### config.mk
export PLATFORM = sky130hd
export DESIGN_NAME = goertzel_tone_detector_unit
export DESIGN_NICKNAME = d
export VERILOG_FILES = /design/src/hdl/gtd_pkg.sv /design/src/hdl/goertzel_tone_detector_unit.sv /design/src/hdl/gtd_ctrl.sv /design/src/hdl/gtd_datapath.sv
export SDC_FILE = /design/constraint.sdc
export NUM_CORES = 2
export LEC_CHECK = 0
export BUFFER_PORTS_ARGS = -buffer_cell sky130_fd_sc_hd__buf_2
export CORE_MARGIN = 4
export CORE_UTILIZATION = 45
export DETAILED_ROUTE_END_ITERATION = 7
export PLACE_DENSITY = 0.56
export SLEW_MARGIN = 20
export SYNTH_ARGS = -nofsm -noshare
export SYNTH_HDL_FRONTEND = slang
export SYNTH_SLANG_ARGS = --single-unit
### constraint.sdc
create_clock -name clk -period 29 [get_ports clk]
set_input_delay 2.9 -clock clk [delete_from_list [all_inputs] [get_ports clk]]
set_output_delay 2.9 -clock clk [all_outputs]
set_load 0.01 [all_outputs]
### src/hdl/gtd_pkg.sv
package gtd_pkg;

  // fixed field widths
  localparam int SAMPLE_W   = 16;
  localparam int COEFF_W    = 16;
  localparam int WLEN_W     = 13;
  localparam int MAG_W      = 40;
  localparam int CFG_IDX_W  = 2;
  localparam int CFG_DATA_W = 16;

  // register indexes on the configuration port
  localparam logic [CFG_IDX_W-1:0] CFG_COEFF = 2'd0;
  localparam logic [CFG_IDX_W-1:0] CFG_SINE  = 2'd1;
  localparam logic [CFG_IDX_W-1:0] CFG_WLEN  = 2'd2;

  // register reset values
  localparam logic signed [COEFF_W-1:0] COEFF_RST = 16'sd27980;
  localparam logic signed [COEFF_W-1:0] SINE_RST  = 16'sd17056;
  localparam logic [WLEN_W-1:0]         WLEN_RST  = 13'd205;

  // saturation limit of the magnitude
  localparam logic [MAG_W-1:0] MAG_MAX = '1;

  // sequencer states
  typedef enum logic [3:0] {
    S_IDLE,
    S_REC_MUL,
    S_REC_ADD,
    S_RE_MUL,
    S_RE_SUB,
    S_IM_CAP,
    S_SQ,
    S_SQ_TAIL,
    S_SQRT,
    S_DONE
  } ctrl_state_t;

  // operand pairs of the shared signed multiplier
  typedef enum logic [1:0] {
    MUL_REC,
    MUL_RE,
    MUL_IM
  } mul_sel_t;

  // partial products of the two squares (low and high halves)
  localparam int PP_SEL_W = 3;
  typedef enum logic [PP_SEL_W-1:0] {
    PP_RE_LL,
    PP_RE_LH,
    PP_RE_HH,
    PP_IM_LL,
    PP_IM_LH,
    PP_IM_HH
  } pp_sel_t;

  // commands from sequencer to datapath
  typedef struct packed {
    logic     load_sample;
    logic     mul_en;
    mul_sel_t mul_sel;
    logic     rec_upd;
    logic     re_cap;
    logic     im_cap;
    logic     sq_issue;
    pp_sel_t  pp_sel;
    logic     sqrt_step;
    logic     out_load;
  } cmd_t;

  // status from datapath to sequencer
  typedef struct packed {
    logic win_end;
    logic out_free;
  } status_t;

endpackage

### src/hdl/goertzel_tone_detector_unit.sv
// channel   direction  handshake            payload
// in_       input      in_valid / in_stall  in_sample (16b signed)
// out_      output     out_valid/out_stall  out_magnitude (40b unsigned)
// cfg_      input      cfg_wr_en            cfg_index (2b), cfg_data (16b)
//
// a sample that does not close its window passes through accept, multiply and add
// a window-closing sample then also forms the real and imaginary terms, their squares and
// a bit-serial square root of ROOT_W = 2*floor((ACC_WIDTH+3)/2) bits
// reset is synchronous, active low; the configuration registers return to their stated values
// a stalled result sits in the output register while the next samples are taken
module goertzel_tone_detector_unit import gtd_pkg::*; #(
  parameter int MAX_WINDOW = 4096,
  parameter int ACC_WIDTH  = 40
) (
  input  logic                       clk,
  input  logic                       rst_n,
  input  logic                       in_valid,
  output logic                       in_stall,
  input  logic signed [SAMPLE_W-1:0] in_sample,
  output logic                       out_valid,
  input  logic                       out_stall,
  output logic [MAG_W-1:0]           out_magnitude,
  input  logic                       cfg_wr_en,
  input  logic [CFG_IDX_W-1:0]       cfg_index,
  input  logic [CFG_DATA_W-1:0]      cfg_data
);

  localparam int HALF_W = (ACC_WIDTH + 3) / 2;
  localparam int ROOT_W = 2 * HALF_W;

  cmd_t    cmd;
  status_t status;

  // sequencer
  gtd_ctrl #(
    .ROOT_W (ROOT_W)
  ) u_ctrl (
    .clk      (clk),
    .rst_n    (rst_n),
    .in_valid (in_valid),
    .in_stall (in_stall),
    .status   (status),
    .cmd      (cmd)
  );

  // arithmetic and storage
  gtd_datapath #(
    .MAX_WINDOW (MAX_WINDOW),
    .ACC_WIDTH  (ACC_WIDTH)
  ) u_datapath (
    .clk           (clk),
    .rst_n         (rst_n),
    .cfg_wr_en     (cfg_wr_en),
    .cfg_index     (cfg_index),
    .cfg_data      (cfg_data),
    .in_sample     (in_sample),
    .cmd           (cmd),
    .status        (status),
    .out_stall     (out_stall),
    .out_valid     (out_valid),
    .out_magnitude (out_magnitude)
  );

endmodule

### src/hdl/gtd_ctrl.sv
module gtd_ctrl import gtd_pkg::*; #(
  parameter int ROOT_W = 42
) (
  input  logic    clk,
  input  logic    rst_n,
  input  logic    in_valid,
  output logic    in_stall,
  input  status_t status,
  output cmd_t    cmd
);

  localparam int STEP_W = $clog2(ROOT_W);

  ctrl_state_t       state_r, state_nxt;
  logic [STEP_W-1:0] step_r, step_nxt;

  // state and step counter
  always_ff @(posedge clk) begin
    if (!rst_n) begin
      state_r <= S_IDLE;
      step_r  <= '0;
    end else begin
      state_r <= state_nxt;
      step_r  <= step_nxt;
    end
  end

  assign in_stall = (state_r != S_IDLE);

  // next state and commands
  always_comb begin
    state_nxt   = state_r;
    step_nxt    = step_r;
    cmd         = '0;
    cmd.mul_sel = MUL_REC;
    cmd.pp_sel  = PP_RE_LL;
    case (state_r)
      S_IDLE: begin
        if (in_valid) begin
          cmd.load_sample = 1'b1;
          state_nxt       = S_REC_MUL;
        end
      end
      S_REC_MUL: begin
        cmd.mul_en  = 1'b1;
        cmd.mul_sel = MUL_REC;
        state_nxt   = S_REC_ADD;
      end
      S_REC_ADD: begin
        cmd.rec_upd = 1'b1;
        state_nxt   = status.win_end ? S_RE_MUL : S_IDLE;
      end
      S_RE_MUL: begin
        cmd.mul_en  = 1'b1;
        cmd.mul_sel = MUL_RE;
        state_nxt   = S_RE_SUB;
      end
      S_RE_SUB: begin
        cmd.re_cap  = 1'b1;
        cmd.mul_en  = 1'b1;
        cmd.mul_sel = MUL_IM;
        state_nxt   = S_IM_CAP;
      end
      S_IM_CAP: begin
        cmd.im_cap = 1'b1;
        step_nxt   = '0;
        state_nxt  = S_SQ;
      end
      S_SQ: begin
        cmd.sq_issue = 1'b1;
        cmd.pp_sel   = pp_sel_t'(step_r[PP_SEL_W-1:0]);
        if (step_r[PP_SEL_W-1:0] == PP_IM_HH) begin
          step_nxt  = '0;
          state_nxt = S_SQ_TAIL;
        end else begin
          step_nxt = step_r + 1'b1;
        end
      end
      S_SQ_TAIL: begin
        step_nxt  = '0;
        state_nxt = S_SQRT;
      end
      S_SQRT: begin
        cmd.sqrt_step = 1'b1;
        if (step_r == STEP_W'(ROOT_W - 1)) begin
          step_nxt  = '0;
          state_nxt = S_DONE;
        end else begin
          step_nxt = step_r + 1'b1;
        end
      end
      S_DONE: begin
        if (status.out_free) begin
          cmd.out_load = 1'b1;
          state_nxt    = S_IDLE;
        end
      end
      default: begin
        state_nxt = S_IDLE;
        step_nxt  = '0;
      end
    endcase
  end

  // magnitude work starts only after a sample that closed its window
  a_win_start: assert property (@(posedge clk) disable iff (!rst_n)
    $rose(state_r == S_RE_MUL) |-> $past(status.win_end))
    else $error("magnitude started without a window end");

  // a result is only loaded into a free output register
  a_out_free: assert property (@(posedge clk) disable iff (!rst_n)
    cmd.out_load |-> status.out_free)
    else $error("output register overwritten");

endmodule

### src/hdl/gtd_datapath.sv
module gtd_datapath import gtd_pkg::*; #(
  parameter int MAX_WINDOW = 4096,
  parameter int ACC_WIDTH  = 40
) (
  input  logic                       clk,
  input  logic                       rst_n,
  input  logic                       cfg_wr_en,
  input  logic [CFG_IDX_W-1:0]       cfg_index,
  input  logic [CFG_DATA_W-1:0]      cfg_data,
  input  logic signed [SAMPLE_W-1:0] in_sample,
  input  cmd_t                       cmd,
  output status_t                    status,
  input  logic                       out_stall,
  output logic                       out_valid,
  output logic [MAG_W-1:0]           out_magnitude
);

  localparam int CNT_W   = $clog2(MAX_WINDOW + 1);
  localparam int CMP_W   = (CNT_W > WLEN_W) ? CNT_W : WLEN_W;
  localparam int PROD_W  = ACC_WIDTH + COEFF_W;
  localparam int SUM_W   = PROD_W + 2;
  localparam int HALF_W  = (ACC_WIDTH + 3) / 2;
  localparam int ABS_W   = 2 * HALF_W;
  localparam int PWR_W   = 4 * HALF_W;
  localparam int ROOT_W  = 2 * HALF_W;
  localparam int REM_W   = ROOT_W + 3;
  localparam int EXT_W   = 64;

  localparam logic signed [PROD_W-1:0] HALF14 = PROD_W'(1) << 13;
  localparam logic signed [PROD_W-1:0] HALF15 = PROD_W'(1) << 14;
  localparam logic signed [ACC_WIDTH-1:0] ACC_HI = {1'b0, {(ACC_WIDTH-1){1'b1}}};
  localparam logic signed [ACC_WIDTH-1:0] ACC_LO = {1'b1, {(ACC_WIDTH-1){1'b0}}};

  logic signed [COEFF_W-1:0]   coeff_r, sine_r;
  logic [WLEN_W-1:0]           wlen_r;
  logic signed [SAMPLE_W-1:0]  sample_r;
  logic signed [ACC_WIDTH-1:0] acc_prev_r, acc_prev2_r, acc_sat;
  logic [CNT_W-1:0]            cnt_r;
  logic [CMP_W-1:0]            wlen_ext, eff_len, cnt_inc;
  logic signed [ACC_WIDTH-1:0] mul_a;
  logic signed [COEFF_W-1:0]   mul_b;
  logic signed [PROD_W-1:0]    prod_nxt, prod_r, prod_rnd14, prod_rnd15;
  logic signed [SUM_W-1:0]     q_sum, re_val;
  logic [SUM_W-1:0]            re_mag;
  logic [PROD_W-1:0]           im_mag;
  logic [ABS_W-1:0]            abs_re_r, abs_im_r;
  logic [HALF_W-1:0]           pp_x, pp_y;
  logic [2*HALF_W-1:0]         sq_prod_r;
  pp_sel_t                     sq_sel_r;
  logic                        sq_pend_r;
  logic [PWR_W-1:0]            pwr_r, pp_term;
  logic [REM_W-1:0]            rem_r, rem_sh, trial;
  logic [ROOT_W-1:0]           root_r;
  logic                        root_ge;
  logic [EXT_W-1:0]            root_ext;
  logic [MAG_W-1:0]            mag_sat;
  logic                        out_valid_r;
  logic [MAG_W-1:0]            out_mag_r;

  // configuration registers
  always_ff @(posedge clk) begin
    if (!rst_n) begin
      coeff_r <= COEFF_RST;
      sine_r  <= SINE_RST;
      wlen_r  <= WLEN_RST;
    end else if (cfg_wr_en) begin
      case (cfg_index)
        CFG_COEFF: coeff_r <= cfg_data;
        CFG_SINE:  sine_r  <= cfg_data;
        CFG_WLEN:  wlen_r  <= cfg_data[WLEN_W-1:0];
        default: ;
      endcase
    end
  end

  // window length clamped to one up to the maximum
  always_comb begin
    wlen_ext = CMP_W'(wlen_r);
    if (wlen_r == '0) begin
      eff_len = CMP_W'(1);
    end else if (wlen_ext > CMP_W'(MAX_WINDOW)) begin
      eff_len = CMP_W'(MAX_WINDOW);
    end else begin
      eff_len = wlen_ext;
    end
    cnt_inc = CMP_W'(cnt_r) + CMP_W'(1);
  end

  assign status.win_end  = (cnt_inc >= eff_len);
  assign status.out_free = !out_valid_r || !out_stall;

  // shared signed multiplier, operands picked by the sequencer
  always_comb begin
    case (cmd.mul_sel)
      MUL_REC: begin
        mul_a = acc_prev_r;
        mul_b = coeff_r;
      end
      MUL_RE: begin
        mul_a = acc_prev2_r;
        mul_b = coeff_r;
      end
      MUL_IM: begin
        mul_a = acc_prev2_r;
        mul_b = sine_r;
      end
      default: begin
        mul_a = acc_prev_r;
        mul_b = coeff_r;
      end
    endcase
  end

  assign prod_nxt = mul_a * mul_b;

  always_ff @(posedge clk) begin
    if (cmd.mul_en) begin
      prod_r <= prod_nxt;
    end
    if (cmd.load_sample) begin
      sample_r <= in_sample;
    end
  end

  // round half up, recurrence sum and saturation, real term and absolute values
  always_comb begin
    prod_rnd14 = (prod_r + HALF14) >>> 14;
    prod_rnd15 = (prod_r + HALF15) >>> 15;
    q_sum      = prod_rnd14 - acc_prev2_r + sample_r;
    if (q_sum > ACC_HI) begin
      acc_sat = ACC_HI;
    end else if (q_sum < ACC_LO) begin
      acc_sat = ACC_LO;
    end else begin
      acc_sat = q_sum[ACC_WIDTH-1:0];
    end
    re_val = acc_prev_r - prod_rnd15;
    re_mag = re_val[SUM_W-1] ? SUM_W'(-re_val) : SUM_W'(re_val);
    im_mag = prod_rnd15[PROD_W-1] ? PROD_W'(-prod_rnd15) : PROD_W'(prod_rnd15);
  end

  // accumulators and sample count
  always_ff @(posedge clk) begin
    if (!rst_n) begin
      acc_prev_r  <= '0;
      acc_prev2_r <= '0;
      cnt_r       <= '0;
    end else if (cmd.im_cap) begin
      acc_prev_r  <= '0;
      acc_prev2_r <= '0;
      cnt_r       <= '0;
    end else if (cmd.rec_upd) begin
      acc_prev2_r <= acc_prev_r;
      acc_prev_r  <= acc_sat;
      cnt_r       <= cnt_inc[CNT_W-1:0];
    end
  end

  // magnitudes of the real and imaginary terms
  always_ff @(posedge clk) begin
    if (cmd.re_cap) begin
      abs_re_r <= re_mag[ABS_W-1:0];
    end
    if (cmd.im_cap) begin
      abs_im_r <= im_mag[ABS_W-1:0];
    end
  end

  // half-width partial products of the two squares
  always_comb begin
    case (cmd.pp_sel)
      PP_RE_LL: begin
        pp_x = abs_re_r[HALF_W-1:0];
        pp_y = abs_re_r[HALF_W-1:0];
      end
      PP_RE_LH: begin
        pp_x = abs_re_r[HALF_W-1:0];
        pp_y = abs_re_r[ABS_W-1:HALF_W];
      end
      PP_RE_HH: begin
        pp_x = abs_re_r[ABS_W-1:HALF_W];
        pp_y = abs_re_r[ABS_W-1:HALF_W];
      end
      PP_IM_LL: begin
        pp_x = abs_im_r[HALF_W-1:0];
        pp_y = abs_im_r[HALF_W-1:0];
      end
      PP_IM_LH: begin
        pp_x = abs_im_r[HALF_W-1:0];
        pp_y = abs_im_r[ABS_W-1:HALF_W];
      end
      PP_IM_HH: begin
        pp_x = abs_im_r[ABS_W-1:HALF_W];
        pp_y = abs_im_r[ABS_W-1:HALF_W];
      end
      default: begin
        pp_x = '0;
        pp_y = '0;
      end
    endcase
  end

  always_ff @(posedge clk) begin
    if (!rst_n) begin
      sq_pend_r <= 1'b0;
    end else begin
      sq_pend_r <= cmd.sq_issue;
    end
    if (cmd.sq_issue) begin
      sq_prod_r <= pp_x * pp_y;
      sq_sel_r  <= cmd.pp_sel;
    end
  end

  // place each partial product; cross terms count twice
  always_comb begin
    case (sq_sel_r)
      PP_RE_LL, PP_IM_LL: pp_term = PWR_W'(sq_prod_r);
      PP_RE_LH, PP_IM_LH: pp_term = PWR_W'(sq_prod_r) << (HALF_W + 1);
      PP_RE_HH, PP_IM_HH: pp_term = PWR_W'(sq_prod_r) << (2 * HALF_W);
      default:            pp_term = '0;
    endcase
  end

  // square root step: two power bits in, one root bit out
  always_comb begin
    rem_sh   = {rem_r[REM_W-3:0], pwr_r[PWR_W-1 -: 2]};
    trial    = REM_W'({root_r, 2'b01});
    root_ge  = (rem_sh >= trial);
    root_ext = EXT_W'(root_r);
    mag_sat  = (root_ext > EXT_W'(MAG_MAX)) ? MAG_MAX : root_ext[MAG_W-1:0];
  end

  // root registers and power accumulator, the latter later shifted out by the root unit
  always_ff @(posedge clk) begin
    if (!rst_n) begin
      rem_r  <= '0;
      root_r <= '0;
    end else if (cmd.im_cap) begin
      rem_r  <= '0;
      root_r <= '0;
    end else if (cmd.sqrt_step) begin
      rem_r  <= root_ge ? (rem_sh - trial) : rem_sh;
      root_r <= {root_r[ROOT_W-2:0], root_ge};
    end
    if (cmd.im_cap) begin
      pwr_r <= '0;
    end else if (sq_pend_r) begin
      pwr_r <= pwr_r + pp_term;
    end else if (cmd.sqrt_step) begin
      pwr_r <= pwr_r << 2;
    end
  end

  // output register
  always_ff @(posedge clk) begin
    if (!rst_n) begin
      out_valid_r <= 1'b0;
    end else if (cmd.out_load) begin
      out_valid_r <= 1'b1;
    end else if (!out_stall) begin
      out_valid_r <= 1'b0;
    end
    if (cmd.out_load) begin
      out_mag_r <= mag_sat;
    end
  end

  assign out_valid     = out_valid_r;
  assign out_magnitude = out_mag_r;

  // the root remainder never exceeds twice the partial root
  a_rem_bound: assert property (@(posedge clk) disable iff (!rst_n)
    rem_r <= REM_W'({root_r, 1'b0}))
    else $error("square root remainder out of range");

  // the sample count stays within the longest window
  a_cnt_bound: assert property (@(posedge clk) disable iff (!rst_n)
    cnt_r <= CNT_W'(MAX_WINDOW))
    else $error("sample count beyond window");

  // a result appears only after the sequencer loaded one
  a_out_src: assert property (@(posedge clk) disable iff (!rst_n)
    $rose(out_valid_r) |-> $past(cmd.out_load))
    else $error("result without load");

endmodule

======== Word level (Yosys, flattened, before mapping) ========
Cells that the tools add are included.
storage, ports and cells
  output and inout port bits .............. 42
  logic and storage cells ................. 130
  register bits after elaboration ......... 560
cells by class
  $add $sub $neg .......................... 11
  reductions and logical operators ........ 24
  muxes and demuxes ....................... 35
  multipliers ............................. 2
  equal/unequal tests ..................... 30
  bitwise logic cells ..................... 1
  order comparisons ....................... 6
operators with widths
  operator                  count
  $pmux W84 S3              1
  $mux W84                  2
  $pmux W21 S4              2
  $mux W40                  4
  $add A84 B84 Y84          1
  $gt A58 B40 Y1 const B    1
  $lt A58 B40 Y1 const B    1
  $add A56 B15 Y56 const B  1
  $add A56 B16 Y56 const B  1
  $mul A40 B16 Y56          1
  $ge A45 B44 Y1            1
  $add A43 B16 Y44          1
  $mux W43                  1
  $sub A42 B40 Y43          1
  $sub A43 B43 Y43          1
  $gt A42 B40 Y1 const B    1
  $mul A21 B21 Y42          1
  $mux W42                  1
  $neg A41 Y42              1
  $neg A42 Y42              1
  $sub A40 B41 Y42          1
  $pmux W4 S10              1
  $mux W13                  2
  $mux W4                   5
  35 further kinds          75

======== Logic depth before layout (Yosys ltp) ========
  depth after elaboration ................. 6
  depth in mapped cells ................... 38
  gate-level depth less buffers ........... 35

======== By module ========
From an unflattened synthesis, not the netlist that was laid out.
unflattened totals
  cell total of the unflattened synthesis .. 8625
  area, all modules ....................... 74385.1 µm²
by module, submodules not included
  module        times used  seq. area each (µm²)  area an instance (µm²)  cells an instance
  gtd_datapath  1           13032.5               73640.6                 8531
  gtd_ctrl      1           200.2                 744.5                   94

======== Worst setup path before layout ========
No wires, ideal clock.
  path kind ............................... register to register
  start point ............................. reg u_ctrl.state_r[0]
  end point ............................... reg u_datapath.sq_prod_r[38], data pin
  cell stages (with the launch flop) ...... 36
  path slack .............................. 18830 ps
  path buffers ............................ 3
  period minus slack after synthesis ...... 10170 ps
  required time ........................... 28735 ps
  data arrival time ....................... 9905 ps
  path through ............................ dfxtp_1 > clkbuf_1 > nor2_1 > nand3_1 > inv_1 > nand2_1 > inv_1 > nor3_1 > clkbuf_1 > clkbuf_1 > a221oi_1 > nor2_1 > fa_1 > fa_1 > inv_1 > fa_1 > inv_1 > fa_1 > inv_1 > fa_1 > inv_1 > fa_1 > inv_1 > fa_1 > inv_1 > ha_1 > and3_1 > a2111oi_0 > nor2_1 > o31a_1 > o22a_1 > a31o_2 > a41o_1 > o41ai_1 > o21ai_0 > xor2_1
RTL lines
  what                      line                 source
  start: declaration        gtd_ctrl.sv:14       ctrl_state_t state_r, state_nxt;
  start signal: assignment  gtd_ctrl.sv:23       state_r <= state_nxt;
  end signal: assignment    gtd_datapath.sv:210  sq_prod_r <= pp_x * pp_y;
  end: declaration          gtd_datapath.sv:48   logic [2*HALF_W-1:0] sq_prod_r;

======== Worst setup path in the final report ========
  start point ............................. reg u_ctrl.state_r[3]
  end point ............................... reg u_datapath.sq_prod_r[38], data pin
between the ends
  cells in the longest elaborated chain, start to end .. 6
  elaborated cells between the ends (all ways) .. 15
ends and longest elaborated chain
  what                                  line                 source
  $eq A4 B3 Y1 *                        gtd_ctrl.sv:37       case (state_r)
  $mux W4 *                             gtd_ctrl.sv:37
  $eq A3 B2 Y1 (tied with other cells)  gtd_datapath.sv:171  case (cmd.pp_sel)
  $reduce_or A2 Y1 (no source line)     -
  $pmux W21 S4                          gtd_datapath.sv:171
  $mul A21 B21 Y42 *                    gtd_datapath.sv:210
Every way passes the cells marked *; elsewhere a longest branch is shown, timed or not.
A chain may end at the register's enable or synchronous reset.

==> load_flow_metrics.sql <==
INSERT INTO impl_metrics (metric_group, metric, value, unit) VALUES
('setup_path', 'reg2regPathDepth', '34', ''),
('global_route', 'grt_pass1_vias', '62400', ''),
('floorplanning', 'fp.coreArea', '163000', 'um2'),
('place', 'placement.setup.worst_slack', '18060', 'ps'),
('floorplanning', 'count_of_pins_on_the_block_boundary', '81', ''),
('cts', 'cts_buffers', '68', ''),
('cts', 'clock_insertion_delay_worst_skew', '670', 'ps'),
('flow_run', 'timing.max_cap.violations', '0', ''),
('sta', 'worst_slew_margin_rel', '22.1', '%'),
('sta', 'timing_worst_slew_pin_value', '1150', 'ps'),
('global_route', 'global_route_wire_length_before_repair', '367000', 'um'),
('synthesis', 'number_of_synthesized_flops_with_an_enable_pin', '228', ''),
('synthesis', 'post_synth_instance_area', '74100', 'um2'),
('setup_path', 'crit_path_frequent_cell', 'fa_1', ''),
('setup_path', 'setup.reg_to_reg.worst_slack', '17980', 'ps'),
('synthesis', 'async_reset_ff_share', '0', '%'),
('setup_path', 'required', '29380', 'ps'),
('floorplanning', 'initial_core_util', '45.4', '%'),
('cts', 'tritoncts_clock_tree', 'built', ''),
('hold_path', 'hp-start', 'u_datapath.root_r[41]', ''),
('cells_and_area', 'commonest_non_fill_non_tap_cells_in_the_layout', '1395 x nand2_1, 1214 x inv_1, 1000 x fa_1, 686 x nor2_1, 556 x a21oi_1', ''),
('drt', 'route.detailed.vias_per_inst', '5.65', ''),
('sta', 'summed_negative_setup_slack_over_all_endpoints', '0', 'ps'),
('sta', 'hold_viol_final', '0', ''),
('floorplanning', 'num_rows', '148', ''),
('drt', 'drt_pre_antenna_iters', '8', ''),
('sta', 'timing.fmax', '90.8', 'MHz'),
('setup_path', 'crit_arrival', '11390', 'ps'),
('sta', 'timing.clock.skew', '70.7', 'ps'),
('cts', 'htree_levels', '3', ''),
('cts', 'clock_tree.root_cell', 'clkbuf_16', ''),
('place', 'io_buffer_count', '80', ''),
('synthesis', 'syn_nets', '10300', ''),
('setup_path', 'critPathCaptureType', 'flip-flop', ''),
('sta', 'finalSetupViolations', '0', ''),
('hold_path', 'timing.hold.worst.class', 'reg -> reg', ''),
('setup_path', 'r2r_end', 'u_datapath.sq_prod_r[38]', ''),
('synthesis', 'synth_sequential_area_ratio', '17.9', '%'),
('drt', 'via_count', '61100', ''),
('floorplanning', 'floorplan.die.width', '414', 'um'),
('synthesis', 'ys_seq_elements', '547', ''),
('cts', 'postCtsSetupRepairBufs', '0', ''),
('place', 'place.gp.congestion', '0.952', ''),
('cells_and_area', 'num-nets-final', '10100', ''),
('floorplanning', 'die-area', '171000', 'um2'),
('sta', 'least_setup_slack_across_all_paths_after_layout', '17980', 'ps'),
('setup_path', 'criticalPathCategory', 'reg -> reg', ''),
('cells_and_area', 'most_common_cell_after_layout_fill_and_taps_aside', 'nand2_1', ''),
('drt', 'drt.antenna.violating_nets', '0', ''),
('synthesis', 'yosysUniqueCellTypes', '100', ''),
('synthesis', 'postSynthAreaPerCell', '8.49', 'um2'),
('global_route', 'grt_start_max_net_pins', '85', ''),
('setup_path', 'worstReg2RegStart', 'u_ctrl.state_r[3]', ''),
('global_route', 'number_of_antenna_violations_at_the_first_check_in_global_routing', '2', ''),
('cts', 'clkSlewWorstSetupHoldPaths', '60', 'ps'),
('sta', 'finalMaxSlewViolations', '0', ''),
('place', 'place.detailed.hpwl', '186000', 'um'),
('global_route', 'grtUsageTotal', '27.6', '%'),
('drt', 'wl_final', '235000', 'um'),
('sta', 'finalCritPeriodShare', '38.0', '%'),
('cts', 'hold_buffer_count_at_cts', '0', ''),
('synthesis', 'synthesis.yosys.warnings', '0', ''),
('cells_and_area', 'fillerInstances', '16100', ''),
('setup_path', 'crit_fanout', '48', ''),
('run_status', 'run_status', 'finished, final reports clean', ''),
('cts', 'cts-resized-gates', '0', ''),
('cts', 'clk_path_buf_depth', '3', ''),
('global_route', 'gr-total-overflow', '0', ''),
('drt', 'detail_route.wl_per_cell', '21.8', 'um'),
('hold_path', 'min_delay_path_depth', '2', ''),
('sta', 'timing.final.crit_period', '11020', 'ps');
-- synthesized netlist by cell type, drive strengths merged (28+ instances only) --
master,count,share of area [%]
a211oi,50,0.51
a21boi,46,0.47
a21o,219,2.2
a21oi,560,3.8
a221o,50,0.68
a221oi,45,0.53
a22o,82,0.97
a31oi,51,0.47
and2,85,0.72
and3,64,0.54
buf,45,0.29
clkbuf,371,1.9
dfxtp,319,8.6
edfxtp,228,9.2
fa,1000,27
ha,512,8.6
inv,1217,6.2
mux2,53,0.81
mux2i,82,1.1
nand2,1398,7.1
nand2b,43,0.36
nand3,171,1.2
nand4,76,0.67
nor2,688,3.5
nor2b,34,0.29
nor3,86,0.58
o21a,44,0.45
o21ai,302,2.0
o21bai,39,0.39
o31ai,28,0.32
or3,28,0.24
xnor2,268,3.2
xor2,172,2.0
-- how the worst max path moves through the flow --
stage                                  from                        to  slack, ps  cells past startpoint
after floorplan           u_ctrl.state_r[0]  u_datapath.sq_prod_r[38]      18830                     35
after global placement    u_ctrl.state_r[3]  u_datapath.sq_prod_r[38]      18160                     34
after detailed placement  u_ctrl.state_r[3]  u_datapath.sq_prod_r[38]      18060                     34
after CTS                 u_ctrl.state_r[3]  u_datapath.sq_prod_r[38]      18050                     34
after global routing      u_ctrl.state_r[3]  u_datapath.sq_prod_r[38]      17330                     34
final                     u_ctrl.state_r[3]  u_datapath.sq_prod_r[38]      17980                     34
-- through the flow --
| stage | hold WS (ps) | utilization (%) | std cells | area, um2 |
|---|---|---|---|---|
| 3_3_place_gp | 442 | 47.0 | 10700 | 76800 |
| 2_1_floorplan | 435 | - | 8727 | 74100 |
| 3_5_place_dp | 455 | 47.0 | 10700 | 76800 |
| 6_report | 460 | 48.5 | 10800 | 79200 |
| 4_1_cts | 464 | 48.5 | 10800 | 79200 |
| 5_1_grt | 485 | 48.5 | 10800 | 79200 |
-- registers in the layout, summed over array words and instances (netlist names) --
signal and cells:
u_datapath.root_r 42, u_datapath.sq_pend_r 1, u_datapath.sq_prod_r 42, u_datapath.out_magnitude 40, u_datapath.sq_sel_r 3, u_datapath.coeff_r 16, u_datapath.out_valid 1, u_datapath.prod_r 43
u_datapath.sample_r 16, u_ctrl.step_r 6, u_datapath.abs_re_r 42, u_datapath.wlen_ext 13, u_datapath.sine_r 16, u_datapath.pwr_r 84, u_datapath.acc_prev2_r 40, u_datapath.abs_im_r 42
u_datapath.cnt_r 13, u_ctrl.state_r 4, u_datapath.rem_r 43, u_datapath.acc_prev_r 40
-- cells by family (layout without fill, tap and decap cells) --
group	Yosys count	in the layout	share of synthesized area (%)
AND/OR/NAND/NOR	2777	2777	16.2
AO/OA/AOI/OAI	1681	1681	14.8
buffers and inverters	1634	1540	8.35
adder cells (fa/ha/maj)	1512	1512	35.6
flip-flops	547	547	17.9
XOR/XNOR	440	440	5.20
multiplexers	135	135	1.91
other	1	2	0.00506
-- routing by layer --
metal	global-route usage [%]	vias up	share of wire (%)
li1	-	28400	-
met1	36.5	30500	43
met2	46.8	1791	48
met3	3.09	391	5.1
met4	9.79	0	4.0
met5	0	-	0
-- critical path, delay by kind of cell, from the launching register on --
family	cells	cell delay (ps)
adders and majority gates	8	3970
AOI/OAI and AO/OA	9	3000
and+or+nand+nor	7	1570
buffers and inverters	9	1550
DFF	1	420
xor gates and xnor gates	1	160
-- area by class of cell --
cell class              instances  share of cell area, %
inverters                    1217                   5.77
well taps                    2175                   3.44
clock inverters                41                  0.743
diodes                          1                0.00316
flip-flops and latches        547                   16.7
multi-input cells            6546                   69.4
repair buffers                199                   1.63
clock buffers                  83                   2.27
Power is left out: the tool's default activity adds up to more than one toggle a clock period on the data nets, which glitch-free logic cannot reach.
